[src/rtl/mqse_pkg.sv]
package mqse_pkg;

  localparam int GROUP_LEN   = 5;
  localparam int PATTERN_LEN = 16;
  localparam int SAMPLE_BITS = 16;

  localparam int REG_BITS = 16;
  localparam int ADDR_W   = 3;

  localparam logic [REG_BITS-1:0] STEP_RST    = 16'd26214;
  localparam logic [REG_BITS-1:0] PATTERN_RST = 16'd30111;

  // fill and emit counters run 0..GROUP_LEN-1
  localparam int FILL_W = $clog2(GROUP_LEN);
  // group sum and step times group length
  localparam int SUM_W  = SAMPLE_BITS + $clog2(GROUP_LEN);
  localparam int ND_W   = REG_BITS + $clog2(GROUP_LEN);
  // divider magnitude width and signed offset numerator width
  localparam int DIV_W  = ((SUM_W > ND_W) ? SUM_W : ND_W) + 2;
  localparam int X_W    = DIV_W + 1;
  localparam int DCNT_W = $clog2(DIV_W + 1);
  localparam int POS_W  = 4;

  typedef enum logic [0:0] {
    REG_STEP    = 1'b0,
    REG_PATTERN = 1'b1
  } reg_idx_e;

  typedef struct packed {
    logic signed [SAMPLE_BITS-1:0] sample_in;
    logic                          region_start;
  } in_word_t;

  typedef struct packed {
    logic signed [SAMPLE_BITS-1:0] sample_out;
    logic                          group_last;
  } out_word_t;

  typedef struct packed {
    logic [REG_BITS-1:0] step_size;
    logic [REG_BITS-1:0] sync_pattern;
  } cfg_t;

endpackage

[src/rtl/mqse_apb.sv]
module mqse_apb import mqse_pkg::*; (
  input  logic              clk_i,
  input  logic              rst_ni,
  input  logic              psel,
  input  logic              penable,
  input  logic              pwrite,
  input  logic [ADDR_W-1:0] paddr,
  input  logic [31:0]       pwdata,
  output logic [31:0]       prdata,
  output logic              pready,
  output cfg_t              cfg_o
);

  logic [REG_BITS-1:0] step_q;
  logic [REG_BITS-1:0] pattern_q;
  logic                wr_en;
  reg_idx_e            idx;

  assign wr_en  = psel & penable & pwrite;
  assign idx    = reg_idx_e'(paddr[2]);
  assign pready = 1'b1;

  always_ff @(posedge clk_i or negedge rst_ni) begin
    if (!rst_ni) begin
      step_q    <= STEP_RST;
      pattern_q <= PATTERN_RST;
    end else if (wr_en) begin
      case (idx)
        REG_STEP:    step_q    <= pwdata[REG_BITS-1:0];
        REG_PATTERN: pattern_q <= pwdata[REG_BITS-1:0];
        default: ;
      endcase
    end
  end

  always_comb begin
    case (idx)
      REG_STEP:    prdata = {{(32-REG_BITS){1'b0}}, step_q};
      REG_PATTERN: prdata = {{(32-REG_BITS){1'b0}}, pattern_q};
      default:     prdata = '0;
    endcase
  end

  assign cfg_o.step_size    = step_q;
  assign cfg_o.sync_pattern = pattern_q;

endmodule

[src/rtl/mqse_div.sv]
module mqse_div import mqse_pkg::*; (
  input  logic             clk_i,
  input  logic             rst_ni,
  input  logic             start_i,
  input  logic [DIV_W-1:0] dividend_i,
  input  logic [DIV_W-1:0] divisor_i,
  output logic             busy_o,
  output logic             done_o,
  output logic [DIV_W-1:0] quot_o,
  output logic [DIV_W-1:0] rem_o
);

  logic [DIV_W-1:0]  quo_q;
  logic [DIV_W-1:0]  rem_q;
  logic [DIV_W-1:0]  dvs_q;
  logic [DCNT_W-1:0] cnt_q;
  logic              done_q;
  logic [DIV_W:0]    trial;
  logic [DIV_W:0]    diff;
  logic              fits;

  // restoring division, one quotient bit per cycle, msb first
  assign trial = {rem_q, quo_q[DIV_W-1]};
  assign diff  = trial - {1'b0, dvs_q};
  assign fits  = (trial >= {1'b0, dvs_q});

  always_ff @(posedge clk_i or negedge rst_ni) begin
    if (!rst_ni) begin
      cnt_q  <= '0;
      done_q <= 1'b0;
    end else begin
      done_q <= 1'b0;
      if (start_i) begin
        cnt_q <= DCNT_W'(DIV_W);
      end else if (cnt_q != '0) begin
        cnt_q <= cnt_q - DCNT_W'(1);
        if (cnt_q == DCNT_W'(1)) begin
          done_q <= 1'b1;
        end
      end
    end
  end

  always_ff @(posedge clk_i) begin
    if (start_i) begin
      quo_q <= dividend_i;
      rem_q <= '0;
      dvs_q <= divisor_i;
    end else if (cnt_q != '0) begin
      rem_q <= fits ? diff[DIV_W-1:0] : trial[DIV_W-1:0];
      quo_q <= {quo_q[DIV_W-2:0], fits};
    end
  end

  assign busy_o = (cnt_q != '0);
  assign done_o = done_q;
  assign quot_o = quo_q;
  assign rem_o  = rem_q;

endmodule

[src/rtl/mean_quantization_sync_embed.sv]
// Mean-quantization sync embedder.
// Input channel (in_valid_i / in_stall_o / in_word_i) takes one audio sample per
// word; output channel (out_valid_o / out_stall_i / out_word_o) returns the
// adjusted samples of each finished group in arrival order, group_last on the
// final one. Config is an APB-style port: step_size at 0x0, sync_pattern at 0x4.
// While a group fills, a sample is taken every cycle. The word that completes a
// group stalls the input for the group's processing: the step product, then two
// passes through one bit-serial divider of DIV_W bits (group mean quantization,
// then the rounded offset); after that the adjusted words follow one per cycle
// while the output is not stalled. A stalled output holds its word and the
// emission pauses; input stays stalled until the last word of the group is
// loaded into the output register.
// region_start drops a partly filled group and restarts the sync pattern at bit 0.
// Reset restores the default register values and clears the fill count and the
// pattern position; no clearing pass is needed.
module mean_quantization_sync_embed import mqse_pkg::*; (
  input  logic              clk_i,
  input  logic              rst_ni,
  input  logic              in_valid_i,
  output logic              in_stall_o,
  input  in_word_t          in_word_i,
  output logic              out_valid_o,
  input  logic              out_stall_i,
  output out_word_t         out_word_o,
  input  logic              psel,
  input  logic              penable,
  input  logic              pwrite,
  input  logic [ADDR_W-1:0] paddr,
  input  logic [31:0]       pwdata,
  output logic [31:0]       prdata,
  output logic              pready
);

  typedef enum logic [7:0] {
    ST_FILL   = 8'b0000_0001,
    ST_MUL    = 8'b0000_0010,
    ST_QSTART = 8'b0000_0100,
    ST_QWAIT  = 8'b0000_1000,
    ST_XCALC  = 8'b0001_0000,
    ST_OSTART = 8'b0010_0000,
    ST_OWAIT  = 8'b0100_0000,
    ST_EMIT   = 8'b1000_0000
  } state_e;

  localparam logic signed [X_W:0] SAT_MAX = (X_W+1)'((2 ** (SAMPLE_BITS - 1)) - 1);
  localparam logic signed [X_W:0] SAT_MIN = -(X_W+1)'(2 ** (SAMPLE_BITS - 1));

  cfg_t cfg;

  state_e state_q, state_d;

  logic [FILL_W-1:0]             fill_q;
  logic signed [SUM_W-1:0]       sum_q;
  logic [POS_W-1:0]              pos_q;
  logic signed [SAMPLE_BITS-1:0] buf_q [GROUP_LEN];
  logic [ND_W-1:0]               nd_q;
  logic [ND_W-1:0]               r_q;
  logic                          match_q;
  logic signed [X_W-1:0]         x_q;
  logic signed [X_W-1:0]         off_q;
  logic [FILL_W-1:0]             emit_q;
  logic                          out_valid_q;
  out_word_t                     out_word_q;

  logic                   in_acc;
  logic [FILL_W-1:0]      fill_base;
  logic signed [SUM_W-1:0] sum_base;
  logic signed [SUM_W-1:0] sum_new;
  logic                   grp_done;

  logic                   div_start;
  logic                   div_busy;
  logic                   div_done;
  logic [DIV_W-1:0]       div_dividend;
  logic [DIV_W-1:0]       div_divisor;
  logic [DIV_W-1:0]       div_quo;
  logic [DIV_W-1:0]       div_rem;
  logic                   rem_nz;

  logic signed [X_W-1:0]  sum_x;
  logic signed [X_W-1:0]  sum_mag;
  logic signed [X_W-1:0]  x_mag;
  logic signed [X_W-1:0]  nd_x;
  logic signed [X_W-1:0]  r2_x;
  logic signed [X_W-1:0]  quo_x;
  logic [REG_BITS-1:0]    step_eff;

  logic                   emit_go;
  logic                   emit_last;
  logic signed [X_W:0]    adj;
  logic signed [X_W:0]    adj_sat;

  mqse_apb u_apb (
    .clk_i   (clk_i),
    .rst_ni  (rst_ni),
    .psel    (psel),
    .penable (penable),
    .pwrite  (pwrite),
    .paddr   (paddr),
    .pwdata  (pwdata),
    .prdata  (prdata),
    .pready  (pready),
    .cfg_o   (cfg)
  );

  mqse_div u_div (
    .clk_i      (clk_i),
    .rst_ni     (rst_ni),
    .start_i    (div_start),
    .dividend_i (div_dividend),
    .divisor_i  (div_divisor),
    .busy_o     (div_busy),
    .done_o     (div_done),
    .quot_o     (div_quo),
    .rem_o      (div_rem)
  );

  // input side
  assign in_stall_o = (state_q != ST_FILL);
  assign in_acc     = in_valid_i && (state_q == ST_FILL);
  assign fill_base  = in_word_i.region_start ? '0 : fill_q;
  assign sum_base   = (in_word_i.region_start || (fill_q == '0)) ? '0 : sum_q;
  assign sum_new    = sum_base + SUM_W'(in_word_i.sample_in);
  assign grp_done   = (fill_base == FILL_W'(GROUP_LEN - 1));

  // divider operands: first |sum| / (N*D), then |x| / (2N)
  assign sum_x     = X_W'(sum_q);
  assign sum_mag   = sum_x[X_W-1] ? -sum_x : sum_x;
  assign x_mag     = x_q[X_W-1] ? -x_q : x_q;
  assign div_start = (state_q == ST_QSTART) || (state_q == ST_OSTART);
  assign div_dividend = (state_q == ST_QSTART) ? sum_mag[DIV_W-1:0] : x_mag[DIV_W-1:0];
  assign div_divisor  = (state_q == ST_QSTART) ? DIV_W'(nd_q) : DIV_W'(2 * GROUP_LEN);
  assign rem_nz    = (div_rem != '0);

  assign step_eff = (cfg.step_size == '0) ? REG_BITS'(1) : cfg.step_size;
  assign nd_x     = signed'(X_W'(nd_q));
  assign r2_x     = signed'(X_W'({r_q, 1'b0}));
  assign quo_x    = signed'(X_W'(div_quo));

  // output side
  assign emit_go   = (state_q == ST_EMIT) && (!out_valid_q || !out_stall_i);
  assign emit_last = (emit_q == FILL_W'(GROUP_LEN - 1));
  assign adj       = (X_W+1)'(buf_q[0]) + (X_W+1)'(off_q);
  always_comb begin
    if (adj > SAT_MAX) begin
      adj_sat = SAT_MAX;
    end else if (adj < SAT_MIN) begin
      adj_sat = SAT_MIN;
    end else begin
      adj_sat = adj;
    end
  end

  always_comb begin
    state_d = state_q;
    case (state_q)
      ST_FILL:   if (in_acc && grp_done) state_d = ST_MUL;
      ST_MUL:    state_d = ST_QSTART;
      ST_QSTART: state_d = ST_QWAIT;
      ST_QWAIT:  if (div_done) state_d = ST_XCALC;
      ST_XCALC:  state_d = ST_OSTART;
      ST_OSTART: state_d = ST_OWAIT;
      ST_OWAIT:  if (div_done) state_d = ST_EMIT;
      ST_EMIT:   if (emit_go && emit_last) state_d = ST_FILL;
      default:   state_d = ST_FILL;
    endcase
  end

  always_ff @(posedge clk_i or negedge rst_ni) begin
    if (!rst_ni) begin
      state_q     <= ST_FILL;
      fill_q      <= '0;
      pos_q       <= '0;
      emit_q      <= '0;
      out_valid_q <= 1'b0;
    end else begin
      state_q <= state_d;
      if (in_acc) begin
        fill_q <= grp_done ? '0 : fill_base + FILL_W'(1);
        if (in_word_i.region_start) begin
          pos_q <= '0;
        end
      end
      if (emit_go) begin
        out_valid_q <= 1'b1;
        emit_q      <= emit_last ? '0 : emit_q + FILL_W'(1);
        if (emit_last) begin
          pos_q <= (pos_q == POS_W'(PATTERN_LEN - 1)) ? '0 : pos_q + POS_W'(1);
        end
      end else if (!out_stall_i) begin
        out_valid_q <= 1'b0;
      end
    end
  end

  always_ff @(posedge clk_i) begin
    if (in_acc) begin
      sum_q <= sum_new;
    end
    // group buffer is a shift line: fill at the top, emit from the bottom
    if (in_acc || emit_go) begin
      for (int i = 0; i < GROUP_LEN - 1; i++) begin
        buf_q[i] <= buf_q[i+1];
      end
      buf_q[GROUP_LEN-1] <= in_word_i.sample_in;
    end
    if (state_q == ST_MUL) begin
      nd_q <= ND_W'(step_eff) * ND_W'(GROUP_LEN);
    end
    if ((state_q == ST_QWAIT) && div_done) begin
      // floor remainder and parity of floor(sum / (N*D))
      r_q     <= (sum_q[SUM_W-1] && rem_nz) ? nd_q - div_rem[ND_W-1:0]
                                            : div_rem[ND_W-1:0];
      match_q <= (div_quo[0] ^ (sum_q[SUM_W-1] && rem_nz)) == cfg.sync_pattern[pos_q];
    end
    if (state_q == ST_XCALC) begin
      x_q <= (match_q ? nd_x : -nd_x) - r2_x + X_W'(GROUP_LEN);
    end
    if ((state_q == ST_OWAIT) && div_done) begin
      off_q <= x_q[X_W-1] ? (rem_nz ? ~quo_x : -quo_x) : quo_x;
    end
    if (emit_go) begin
      out_word_q.sample_out <= adj_sat[SAMPLE_BITS-1:0];
      out_word_q.group_last <= emit_last;
    end
  end

  assign out_valid_o = out_valid_q;
  assign out_word_o  = out_word_q;

  a_div_idle_on_start: assert property (@(posedge clk_i) disable iff (!rst_ni)
    div_start |-> !div_busy)
    else $error("divider started while busy");

  a_fill_clear_in_emit: assert property (@(posedge clk_i) disable iff (!rst_ni)
    (state_q == ST_EMIT) |-> (fill_q == '0))
    else $error("fill count not cleared during emission");

  a_stalled_word_held: assert property (@(posedge clk_i) disable iff (!rst_ni)
    (out_valid_o && out_stall_i) |=> (out_valid_o && $stable(out_word_o)))
    else $error("stalled output word changed");

  a_stall_release_after_emit: assert property (@(posedge clk_i) disable iff (!rst_ni)
    $fell(in_stall_o) |-> $past(state_q == ST_EMIT))
    else $error("input released before group delivered");

endmodule

[config.mk]
export PLATFORM = sky130hd
export DESIGN_NAME = mean_quantization_sync_embed
export DESIGN_NICKNAME = d
export VERILOG_FILES = /design/src/rtl/mqse_pkg.sv /design/src/rtl/mqse_apb.sv /design/src/rtl/mqse_div.sv /design/src/rtl/mean_quantization_sync_embed.sv
export SDC_FILE = /design/constraint.sdc
export NUM_CORES = 1
export LEC_CHECK = 0
export BUFFER_PORTS_ARGS = -buffer_cell sky130_fd_sc_hd__buf_2
export CAP_MARGIN = 40
export CELL_PAD_IN_SITES_DETAIL_PLACEMENT = 0
export CELL_PAD_IN_SITES_GLOBAL_PLACEMENT = 1
export CORE_UTILIZATION = 46
export CTS_BUF_LIST = sky130_fd_sc_hd__clkbuf_4 sky130_fd_sc_hd__clkbuf_8
export DETAILED_ROUTE_END_ITERATION = 8
export PLACE_DENSITY_LB_ADDON = 0.1
export SLEW_MARGIN = 20
export SYNTH_ARGS = -nofsm -noshare
export SYNTH_HDL_FRONTEND = slang
export SYNTH_SLANG_ARGS = --single-unit
[constraint.sdc]
create_clock -name clk_i -period 4.05 [get_ports clk_i]
set_input_delay 0.6075 -clock clk_i [delete_from_list [all_inputs] [get_ports clk_i]]
set_output_delay 0.6075 -clock clk_i [all_outputs]
set_load 0.05 [all_outputs]
Yosys cells after proc, flatten, opt, wreduce, memory -nomap -nowiden
Memory sizes are Yosys's and may differ from the RTL's. Index checks and enable logic that the tools add are counted.

Memories: 1. Input bits: 59. Word-level logic and storage cells: 125. Flip-flop bits (word level): 239. Output and inout port bits: 52. Memory bits (writable): 80.

$add $sub $neg: 14. Bitwise gates (word level): 5. Reductions and logical operators: 21. $lt $le $gt $ge: 4. Equality and inequality tests: 19. $mul: 1. Multiplexer cells: 38.

Memories: buf_q (depth 5, bits a word 16, rd ports 5, clocked after memory_dff 0, write ports 5, line mean_quantization_sync_embed.sv:55) `logic signed [SAMPLE_BITS-1:0] buf_q [GROUP_LEN];`.

Operator list (number): $mux W21 (7); $pmux W32 S2 (1); $pmux W8 S8 (1); $mux W22 (2); $mux W19 (2); $mux W16 (2); $mux W8 (4); $add A16 B22 Y23 (1); $gt A23 B16 Y1 const B (1); $lt A23 B16 Y1 const B (1); $add A22 B4 Y22 const B (1); $ge A22 B21 Y1 (1); $neg A19 Y22 (1); $neg A21 Y22 (1); $not A21 Y22 (1); $sub A22 B21 Y22 (1); $neg A19 Y21 (1); $neg A21 Y21 (1); $reduce_bool A21 Y1 (1); $sub A21 B21 Y21 (1); $mux W4 (5); $add A19 B16 Y19 (1); $mul A16 B3 Y19 const B (1); $sub A19 B19 Y19 (1); 34 further kinds (62).

Longest topological paths before layout
Gate-level depths: netlist of run 1.

Depth after elaboration: 6. Mapped depth: 18.

Hierarchy
From an unflattened synthesis of run 1, not the netlist that was laid out.

Cell total of the unflattened synthesis: 1852. Area total of the unflattened synthesis: 19869.1 µm².

Modules (own cells, without submodules): mean_quantization_sync_embed (times used 1, area each 14253.7 µm², cells each 1376, sequential area each 6452.4 µm²); mqse_div (times used 1, area each 3993.8 µm², cells each 371, sequential area each 1831.8 µm²); mqse_apb (times used 1, area each 1621.6 µm², cells each 105, sequential area each 824.5 µm²).

Worst setup path after synthesis of run 1
OpenSTA, ideal clock, no wires.

Kind: register to register. From: reg state_q[6]. To: mem buf_q[0][0] (enable). Clock period less this slack: 4039 ps. Stages on the path, launching flop included: 8. Arrival: 3599 ps. Slack: 11 ps. Cells stage by stage: dfrtp_1 > clkbuf_1 > or2_1 > or3_1 > or3_1 > nor3b_1 > nand2_1 > nand2_1.

RTL lines: start: declaration (line mean_quantization_sync_embed.sv:50) `state_e state_q, state_d;`; start signal: assignment (line mean_quantization_sync_embed.sv:177) `state_q <= state_d;`; end: declaration (line mean_quantization_sync_embed.sv:55).

Worst setup path in the final report of run 1
From: reg nd_q[2]. To: reg x_q[21], data pin.

Cells in the longest elaborated chain, start to end: 4.

Ends and longest elaborated chain: start: declaration (line mean_quantization_sync_embed.sv:56) `logic [ND_W-1:0] nd_q;`; start signal: assignment (line mean_quantization_sync_embed.sv:208) `nd_q <= ND_W'(step_eff) * ND_W'(GROUP_LEN);`; $neg A19 Y22 (line mean_quantization_sync_embed.sv:217) `x_q <= (match_q ? nd_x : -nd_x) - r2_x + X_W'(GROUP_LEN);`; $mux W22 (*) (line mean_quantization_sync_embed.sv:217); $sub A22 B21 Y22 (*) (line mean_quantization_sync_embed.sv:217); $add A22 B4 Y22 (*) (line mean_quantization_sync_embed.sv:217); end signal: assignment (line mean_quantization_sync_embed.sv:217); end: declaration (line mean_quantization_sync_embed.sv:59) `logic signed [X_W-1:0] x_q;`.

Mark *: on every way between the ends. The rest lies on a longest branch, timed or not. A chain may end at the register's enable or synchronous reset.

==> results.toml, run 1 <==
[sta]
fmax_mhz = 264
finalSetupTns_ns = 0
rsz0062_at_grt = "no"
clock_skew_ns = 0.0380
relSlewSlack_pct = 44.7
finalSetupViolCount = 0
fin_crit_ns = 3.79
fin_crit_sh_pct = 93.5
hold_viol_final = 0
slew_viol_final = 0
tightest_slew_ns = 0.830

[routing]
post-route-drc-count = 1
wirelength_microns = 42600
viasPerCell = 5.45
vias = 13679
wl_per_cell_microns = 17.0
dr.pass1.iters = 7
drt_iter0_drc = 836
antenna_left = 0

[global_route]
grt_pass1_vias = 13306
grt_start_max_net_pins = 81
grt_pass1_wl_microns = 69000
antenna_found_initial = 2
globalRouteOverflowTotal = 0
grt_usage_pct = 20.7

[pwr]
power.density_nw_per_um2 = 594
p_leak_nw = 9.03
power_mw = 12.9
peakVddDrop_mv = 0.374

[synth]
synthCells = 1816
async_flop_share_pct = 18.0
ys_ff_latch = 317
ys_warn_count = 0
synth_area_per_cell_sq_um = 10.6
yosys.cell_types.count = 74
yosys_most_used_dff = "edfxtp_1"
syn_area_sq_um = 19200
synth_edf_count = 239
yosysSeqAreaShare_pct = 47.1

[min_path]
hold_path_class = "input pin to register"

[status]
status = "finished, violations left"
violations = "design-rule violations"

[final_layout]
multi_input_area_sq_um = 9550
syn2layout_area_growth_pct = 12.5
n_antenna_cell = 0
area.sequential_sq_um = 9050
drive_above_1_share_pct = 16.7
n_fill_cell = 3701
layout.nets = 2152

[floorplan]
coreArea_sq_um = 41000
die_height_microns = 206
io_pins = 111
die-area_sq_um = 42600
rows = 74
die-width_microns = 206
start_util_pct = 46.9

[critical_path]
endpoint_kind = "register"
worstSetupStartpointType = "register"
crit_chain = "or3_1 > nor4b_2 > buf_4 > a21oi_1 > xor2_1 > ha_1 > ha_1 > o21ai_2 > o21ba_2 > o2111ai_2 > nand3_1 > nand3_1 > nand4_1 > a31o_2 > a21oi_1 > xnor2_1"
cp_max_fo = 5
required_ns = 4.43
slowest_delay_ns = 0.48
setup.worst_path.class = "register to register"
crit_arrival_ns = 4.16
cp_slowest_cell = "edfxtp_1"

[placement]
place_congestion = 0.830
port_buffers = 75
dp_hpwl_microns = 32000

[clock_network]
cts.sinks = 317
htree_levels = 2
clock-root-buffer = "clkbuf_8"
cts_tree = "built"
cts_made_buffers = 55
clkTransAtPathRegs_ns = 0.06
clk_latency_ns = 0.65
clockBufferDepth = 3

[run]
drv_cap = 0
==> layout by cell type, fill, tap and decap left out, types with 33 or more instances in the layout <==
master and instances:
a21o_1 33, a21oi_1 108, and2_1 35, buf_2 75, buf_4 45, clkbuf_8 63, dfrtp_1 37, edfxtp_1 239
ha_1 156, inv_1 109, mux2_2 51, nand2_1 132, nor2_1 110, nor3_1 39, o21ai_0 132, xnor2_1 100
xor2_1 69
==> per-stage QoR <==
step | setup slack (ns) | cells | hold WS [ns] | utilization [%] | instance area [sq um]
after global placement | 0.0853 | 2400 | 0.401 | 49.6 | 20400
after detailed placement | 0.0946 | 2402 | 0.405 | 49.7 | 20400
final | 0.264 | 2509 | 0.195 | 52.8 | 21600
after global routing | 0.00648 | 2509 | 0.155 | 52.8 | 21600
after CTS | 0.0291 | 2506 | 0.124 | 52.6 | 21600
after floorplan | 0.0106 | 1831 | 0.312 | - | 19300
==> sequential cells by signal, indices dropped and copies added (netlist names), 3 cells and up <==
| signal | flops |
|---|---|
| u_apb.step_q | 16 |
| out_word_o | 17 |
| nd_q | 19 |
| buf_q | 80 |
| sum_q | 19 |
| emit_q | 3 |
| u_div.quot_o | 21 |
| u_div.cnt_q | 5 |
| pos_q | 4 |
| u_div.dvs_q | 19 |
| r_q | 19 |
| x_q | 22 |
| fill_q | 3 |
| u_div.rem_o | 21 |
| off_q | 22 |
| state_q | 8 |
| u_apb.pattern_q | 16 |
==> per-layer routing <==
layer  wire length [microns]  global-route usage [%]  share of wire (%)  vias to the layer above
met3                    2110                    4.08                4.9                       73
met4                     940                    6.22                2.2                        4
met5                      27                       0              0.063                        -
li1                        -                       -                  -                     6824
met1                   20500                    28.9                 48                     6521
met2                   19000                    32.5                 45                      257
==> worst max-delay path, delay by kind of cell (launching register included) <==
| kind | cells | cell delay, ns |
|---|---|---|
| xor+xnor | 2 | 0.23 |
| buf+inv | 1 | 0.17 |
| fa+ha+maj | 2 | 0.60 |
| simple gates | 5 | 1.09 |
| flops | 1 | 0.48 |
| compound gates | 6 | 0.97 |
==> synth_stat cells, types with 22 or more instances <==
cell | count | share of area [%]
nor2_1 | 110 | 2.1
o21ai_0 | 134 | 3.5
nor3_1 | 41 | 1.1
o31ai_1 | 22 | 0.86
dfrtp_1 | 37 | 4.8
a211oi_1 | 32 | 1.2
mux2_2 | 51 | 3.0
ha_1 | 156 | 10
edfxtp_1 | 239 | 37
clkbuf_1 | 60 | 1.2
xnor2_1 | 100 | 4.6
nand3_1 | 23 | 0.60
xor2_1 | 69 | 3.1
and2_1 | 35 | 1.1
nand2_1 | 133 | 2.6
a21o_1 | 33 | 1.3
a21oi_1 | 108 | 2.8
inv_1 | 109 | 2.1
==> path summary, 6_finish.rpt <==
kind | from | to | slack, ns | cells past startpoint
max | nd_q[2] | x_q[21] | 0.26 | 16
min | out_stall_i | out_valid_o | 0.19 | 3
max reg2reg | nd_q[2] | x_q[21] | 0.26 | 16
min reg2reg | buf_q[0][50] | buf_q[0][34] | 0.41 | 0
max in group asynchronous | rst_ni | u_apb.pattern_q[13] | 2.66 | 3
min in group asynchronous | rst_ni | pos_q[3] | 0.50 | 2
==> logic make-up (layout without fill, tap and decap cells) <==
group	Yosys count	in the layout	synth area share (%)
muxes	60	60	3.78
other	2	17	0.0391
DFF	317	317	47.1
AOI/OAI and AO/OA	434	434	14.1
xor gates and xnor gates	169	169	7.70
adders and majority gates	162	162	10.8
buffers and inverters	193	339	4.12
and+or+nand+nor	479	479	12.4
==> power by group <==
part | switching (mW) | internal, mW | total, mW | leakage, nW
combinational | 2.63 | 2.00 | 4.62 | 5.38
sequential | 0.661 | 4.50 | 5.16 | 3.03
clock | 1.32 | 1.76 | 3.08 | 0.626
total | 4.61 | 8.25 | 12.9 | 9.03
==> area by class of cell <==
| cell class | instances | share of cell area (%) |
|---|---|---|
| Multi-Input combinational cell | 1321 | 44.1 |
| Sequential cell | 317 | 41.8 |
| Timing Repair Buffer | 125 | 3.63 |
| Tap cell | 532 | 3.08 |
| Clock inverter | 24 | 0.884 |
| Inverter | 111 | 1.93 |
| Clock buffer | 79 | 4.56 |
==> what timing repair did <==
item	4_1_cts	5_1_grt
resized for setup	0	11
hold buffers	1	0
setup endpoints to repair	0	6
buffers inserted	0	3
endpoints found under the hold margin	23	0
(Power assumes the default switching activity.)
==> run 2: changes to the inputs <==
==> constraint.sdc (replaced) <==
create_clock -name clk_i -period 3.2 [get_ports clk_i]
set_input_delay 0.48 -clock clk_i [delete_from_list [all_inputs] [get_ports clk_i]]
set_output_delay 0.48 -clock clk_i [all_outputs]
set_load 0.05 [all_outputs]
==> run 2 against run 1 <==
Effect of this change: the flow finishes with violations (design-rule violations, negative setup slack); clock power is 27% higher; first-iteration DRC count is 13% lower; flip-flop and latch count stayed put; clock-buffer cell count is 6 lower; final cell count is 7.8% higher; non-clock buffer count is 194 higher; clock skew is 0.0029 ns higher; critical endpoint is now x_q[20]; largest cell class unchanged; largest power group is now combinational cells.
==> results.toml, run 2 (synthesized netlist as in run 1, its figures left out) <==
[routing]
wirelength_microns = 45800
drt_iter0_drc = 729
wl_per_cell_microns = 16.9
post-route-drc-count = 2
viasPerCell = 5.37
vias = 14524
dr.pass1.iters = 7
antenna_left = 0

[final_layout]
drive_above_1_share_pct = 28.2
regMostFlops = "buf_q"
largest_reg_flops = 80
largestRegisters = "buf_q: 80 flops, off_q: 22 flops, x_q: 22 flops"
fin_util_pct = 58.1
design_area_sq_um = 23800
final_common_cell = "edfxtp_1"
syn2layout_area_growth_pct = 23.9
layout.nets = 2349
n_antenna_cell = 0
n_fill_cell = 3540
mostFrequentLayoutCells = "edfxtp_1 (239), buf_4 (221), ha_1 (141), nand2_1 (128), nor2_1 (110)"

[global_route]
grt_pass1_vias = 14123
grt_start_max_net_pins = 38
globalRouteOverflowTotal = 0
grt_pass1_wl_microns = 72500
grt_usage_pct = 21.7
antenna_found_initial = 0

[clock_network]
clockBufferDepth = 3
clk_latency_ns = 0.66
clkTransAtPathRegs_ns = 0.06
cts_tree = "built"
clock-root-buffer = "clkbuf_8"
htree_levels = 2
cts.sinks = 317
cts_made_buffers = 57

[status]
violations = "design-rule violations, negative setup slack"
status = "finished, violations left"

[critical_path]
ff2ff_path_depth = 14
cp.depth = 14
path_buf_inv = 0
endpoint_kind = "register"
timing.rr.end = "x_q[20]"
reg2reg_from = "nd_q[3]"
crit_chain = "or3_4 > nor4b_4 > a21oi_1 > xor2_1 > ha_2 > ha_4 > o21ai_4 > a311oi_4 > o2111ai_2 > a31oi_2 > a41oi_2 > a21oi_2 > nor2_1 > xnor2_1"
critical_path.top_delay_family = "compound AO/OA/AOI/OAI gates"
cp_slowest_cell = "edfxtp_1"
worstSetupStartpointType = "register"
reg2reg_slack_ns = -0.29
cp_max_fo = 3
required_ns = 3.58
slowest_delay_ns = 0.42
crit_arrival_ns = 3.87
setup.worst_path.class = "register to register"

[sta]
hold_viol_final = 0
fin_crit_sh_pct = 109
setup_slack_ns = -0.291
slew_viol_final = 0
tightest_slew_ns = 0.904
hold_ws_ns = 0.0508
finalSetupTns_ns = -2.43
rsz0062_at_grt = "yes"
fin_crit_ns = 3.49
fmax_mhz = 286
relSlewSlack_pct = 39.5
clock_skew_ns = 0.0409
finalSetupViolCount = 23

[floorplan]
start_util_pct = 46.9
rows = 74
die_height_microns = 206
die-area_sq_um = 42600
die-width_microns = 206
io_pins = 111
coreArea_sq_um = 41000

[min_path]
hold_path_class = "input pin to register"
min_from = "out_stall_i"
holdPathEnd = "out_valid_o"
whs_path_depth = 3

[placement]
place_congestion = 0.848
placed_area_sq_um = 21700
port_buffers = 75
dp_hpwl_microns = 33700

[run]
drv_cap = 0

[pwr]
p_leak_nw = 10.1
peakVddDrop_mv = 0.470
power.density_nw_per_um2 = 736
## run 2: changes by cell type in the layout (fill, tap and decap cells not counted), moves of 6 or more
cell / change
buf_4: +176
o21ai_0: -28
o21ai_1: +20
a21oi_1: -18
a21oi_2: +17
ha_1: -15
ha_4: +12
dlygate4sd3_1: +11
a211oi_1: -6
o21ai_2: +6
## run 2: layout make-up
type | instances | area, sq um | share of cell area (%)
sequential | 317 | 9050 | 38.0
clock buffer | 73 | 911 | 3.82
tap | 532 | 666 | 2.79
timing repair buffer | 319 | 2340 | 9.83
multi-input combinational | 1322 | 10200 | 42.8
inverter | 111 | 422 | 1.77
clock inverter | 30 | 238 | 0.998
## run 2: routing by layer
metal / vias to the layer above / wire length (microns) / track usage, %
li1: 7231 / - / -
met4: 0 / 1140 / 6.70
met3: 82 / 2430 / 4.12
met1: 6914 / 21700 / 30.7
met2: 297 / 20600 / 33.6
met5: - / 0 / 0
## run 2: how the worst max path moves through the flow
stage                       start      end  slack [ns]
after global routing      nd_q[3]  x_q[20]       -0.52
final                     nd_q[3]  x_q[20]       -0.29
after CTS                 nd_q[2]  x_q[21]       -0.28
after global placement    nd_q[4]  x_q[21]       -0.34
after detailed placement  nd_q[4]  x_q[20]       -0.40
after floorplan           nd_q[4]  x_q[21]       -0.13
## run 2: power breakdown
part	total (mW)	switching, mW	internal, mW
Clock	3.90	1.78	2.12
Combinational	7.28	3.95	3.33
Sequential	6.35	0.662	5.69
## run 2: timing repair
item                                   CTS  global route
setup endpoints to repair               50            70
endpoints found under the hold margin   30             0
cloned                                   2             0
gates resized for setup                 70            87
buffers inserted                        18            13
hold buffers                            12             0
pin swaps                               58            59
## run 2: stage by stage
stage / power, mW / instances / setup slack, ns
floorplan: 10.9 / 1831 / -0.133
global placement: 13.0 / 2559 / -0.336
detailed placement: 13.1 / 2559 / -0.397
CTS: 17.4 / 2693 / -0.284
global route: 18.7 / 2704 / -0.517
finish: 17.5 / 2704 / -0.291
## run 2: worst min-delay path: stages
cell and delay, ns:
buf_2 0.07, nand2_1 0.06, nand2_1 0.07
==> run 3: changes to the inputs <==
--- a/config.mk
+++ b/config.mk
@@ -9,9 +9,11 @@
 export CAP_MARGIN = 40
 export CELL_PAD_IN_SITES_DETAIL_PLACEMENT = 0
 export CELL_PAD_IN_SITES_GLOBAL_PLACEMENT = 1
+export CORE_MARGIN = 2
 export CORE_UTILIZATION = 46
 export CTS_BUF_LIST = sky130_fd_sc_hd__clkbuf_4 sky130_fd_sc_hd__clkbuf_8
 export DETAILED_ROUTE_END_ITERATION = 8
+export HOLD_SLACK_MARGIN = 0.15
 export PLACE_DENSITY_LB_ADDON = 0.1
 export SLEW_MARGIN = 20
 export SYNTH_ARGS = -nofsm -noshare
==> run 3 against run 2 <==
Effect of this change: the flow finishes with violations (negative setup slack); clock-buffer cell count is 4 lower; highest routed layer unchanged; utilization is 1.2 points higher; critical path type unchanged; design area is 2.1% higher; global-route usage is 0.56 points lower; setup slack better by 0.018 ns; register-to-register slack better by 0.02 ns; via count is 1.4% higher.
==> results.toml, run 3 (synthesized netlist as in run 1, its figures left out) <==
[routing]
antenna_left = 0
drt_iter0_drc = 839
vias = 14721
dr.pass1.iters = 4
viasPerCell = 5.37
post-route-drc-count = 0
wl_per_cell_microns = 17.0
wirelength_microns = 46700

[final_layout]
n_antenna_cell = 0
largestRegisters = "buf_q: 80 flops, off_q: 22 flops, x_q: 22 flops"
drive_above_1_share_pct = 29.7
mostFrequentLayoutCells = "edfxtp_1 (239), buf_4 (228), ha_1 (136), nand2_1 (128), nor2_1 (106)"
final_common_cell = "edfxtp_1"
layoutNonFillerInstCount = 2741
layout.nets = 2382
syn2layout_area_growth_pct = 26.5
regMostFlops = "buf_q"
largest_reg_flops = 80

[critical_path]
timing.rr.end = "x_q[20]"
cp_max_fo = 4
worstSetupStartpointType = "register"
ff2ff_path_depth = 14
reg2reg_from = "nd_q[4]"
reg2reg_slack_ns = -0.27
setup.worst_path.class = "register to register"
crit_arrival_ns = 3.87
endpoint_kind = "register"
required_ns = 3.60

[sta]
fmax_mhz = 288
relSlewSlack_pct = 48.5
setup_slack_ns = -0.272
tightest_slew_ns = 0.770
fin_crit_ns = 3.47
rsz0062_at_grt = "yes"
fin_crit_sh_pct = 109
hold_ws_ns = 0.273
slew_viol_final = 0
clock_skew_ns = 0.0316
finalSetupViolCount = 24
hold_viol_final = 0

[global_route]
globalRouteOverflowTotal = 0
grt_pass1_wl_microns = 73700
antenna_found_initial = 0
grt_start_max_net_pins = 55
grt_pass1_vias = 14352
grt_usage_pct = 21.2

[pwr]
p_leak_nw = 10.2
power.density_nw_per_um2 = 727
peakVddDrop_mv = 0.500

[clock_network]
cts.sinks = 317
cts_tree = "built"
clockBufferDepth = 3
htree_levels = 2
clock-root-buffer = "clkbuf_8"
cts_made_buffers = 56
clk_latency_ns = 0.66
clkTransAtPathRegs_ns = 0.06

[floorplan]
start_util_pct = 46.9
rows = 74
die-area_sq_um = 43500
die_height_microns = 208
io_pins = 111
die-width_microns = 208
coreArea_sq_um = 41000

[min_path]
hold_path_class = "input pin to async pin"

[status]
status = "finished, violations left"
violations = "negative setup slack"

[placement]
dp_cells = 2560
place_congestion = 0.833
dp_hpwl_microns = 34000
port_buffers = 75

[run]
drv_cap = 0
[run 3: layout make-up]
type                       instances  area [sq um]
clock inverter                    37           243
tap                              532           666
fill                            3506         16700
timing repair buffer             352          2660
multi-input combinational       1323         10400
inverter                         111           419
sequential                       317          9050
clock buffer                      69           893
[run 3: timing repair]
action | CTS | global route
setup buffers | 20 | 26
endpoints found under the setup margin | 51 | 72
hold buffers | 34 | 0
endpoints found under the hold margin | 76 | 0
gates resized for setup | 84 | 115
gates cloned | 2 | 2
pin swaps | 38 | 65
[run 3: metrics by stage]
step                      setup WS, ns  utilization (%)  setup TNS [ns]  total power [mW]  instance area [sq um]
after floorplan                 -0.133                -          -0.302              10.9                  19400
after global placement          -0.347             52.8           -5.40              13.0                  21700
after detailed placement        -0.406             52.8           -7.18              13.1                  21700
after CTS                       -0.259             57.8           -1.33              17.3                  23700
after global routing            -0.451             59.3           -8.32              18.9                  24300
final                           -0.272             59.3           -2.54              17.7                  24300
[run 3: report_power, final]
part / internal [mW] / switching, mW
clock network: 2.03 / 1.78
logic: 3.44 / 4.08
registers: 5.69 / 0.659
[run 3: how the worst max path moves through the flow]
stage	from	end	slack (ns)	cells past startpoint
after floorplan	nd_q[4]	x_q[21]	-0.13	17
after global placement	nd_q[4]	x_q[20]	-0.35	16
after detailed placement	nd_q[4]	x_q[21]	-0.41	17
after CTS	nd_q[4]	x_q[20]	-0.26	14
after global routing	nd_q[3]	x_q[20]	-0.45	14
final	nd_q[4]	x_q[20]	-0.27	14
[run 3: critical path, cell delays in order, from the launching register on]
cell	delay, ns
edfxtp_1	0.44
or3_4	0.40
nor4b_4	0.30
a21oi_2	0.10
xor2_1	0.14
ha_2	0.31
ha_4	0.29
o21ai_4	0.06
a311oi_2	0.32
o2111ai_2	0.18
a31oi_2	0.21
a41oi_2	0.14
a21oi_1	0.15
nor2_1	0.06
xnor2_1	0.12
[run 3: routing by layer]
metal / routed length [microns] / global-route usage [%] / vias up
li1: - / - / 7295
met1: 22000 / 29.4 / 7076
met2: 21400 / 33.8 / 285
met3: 2270 / 4.15 / 65
met4: 1010 / 6.20 / 0
met5: 0 / 0 / -
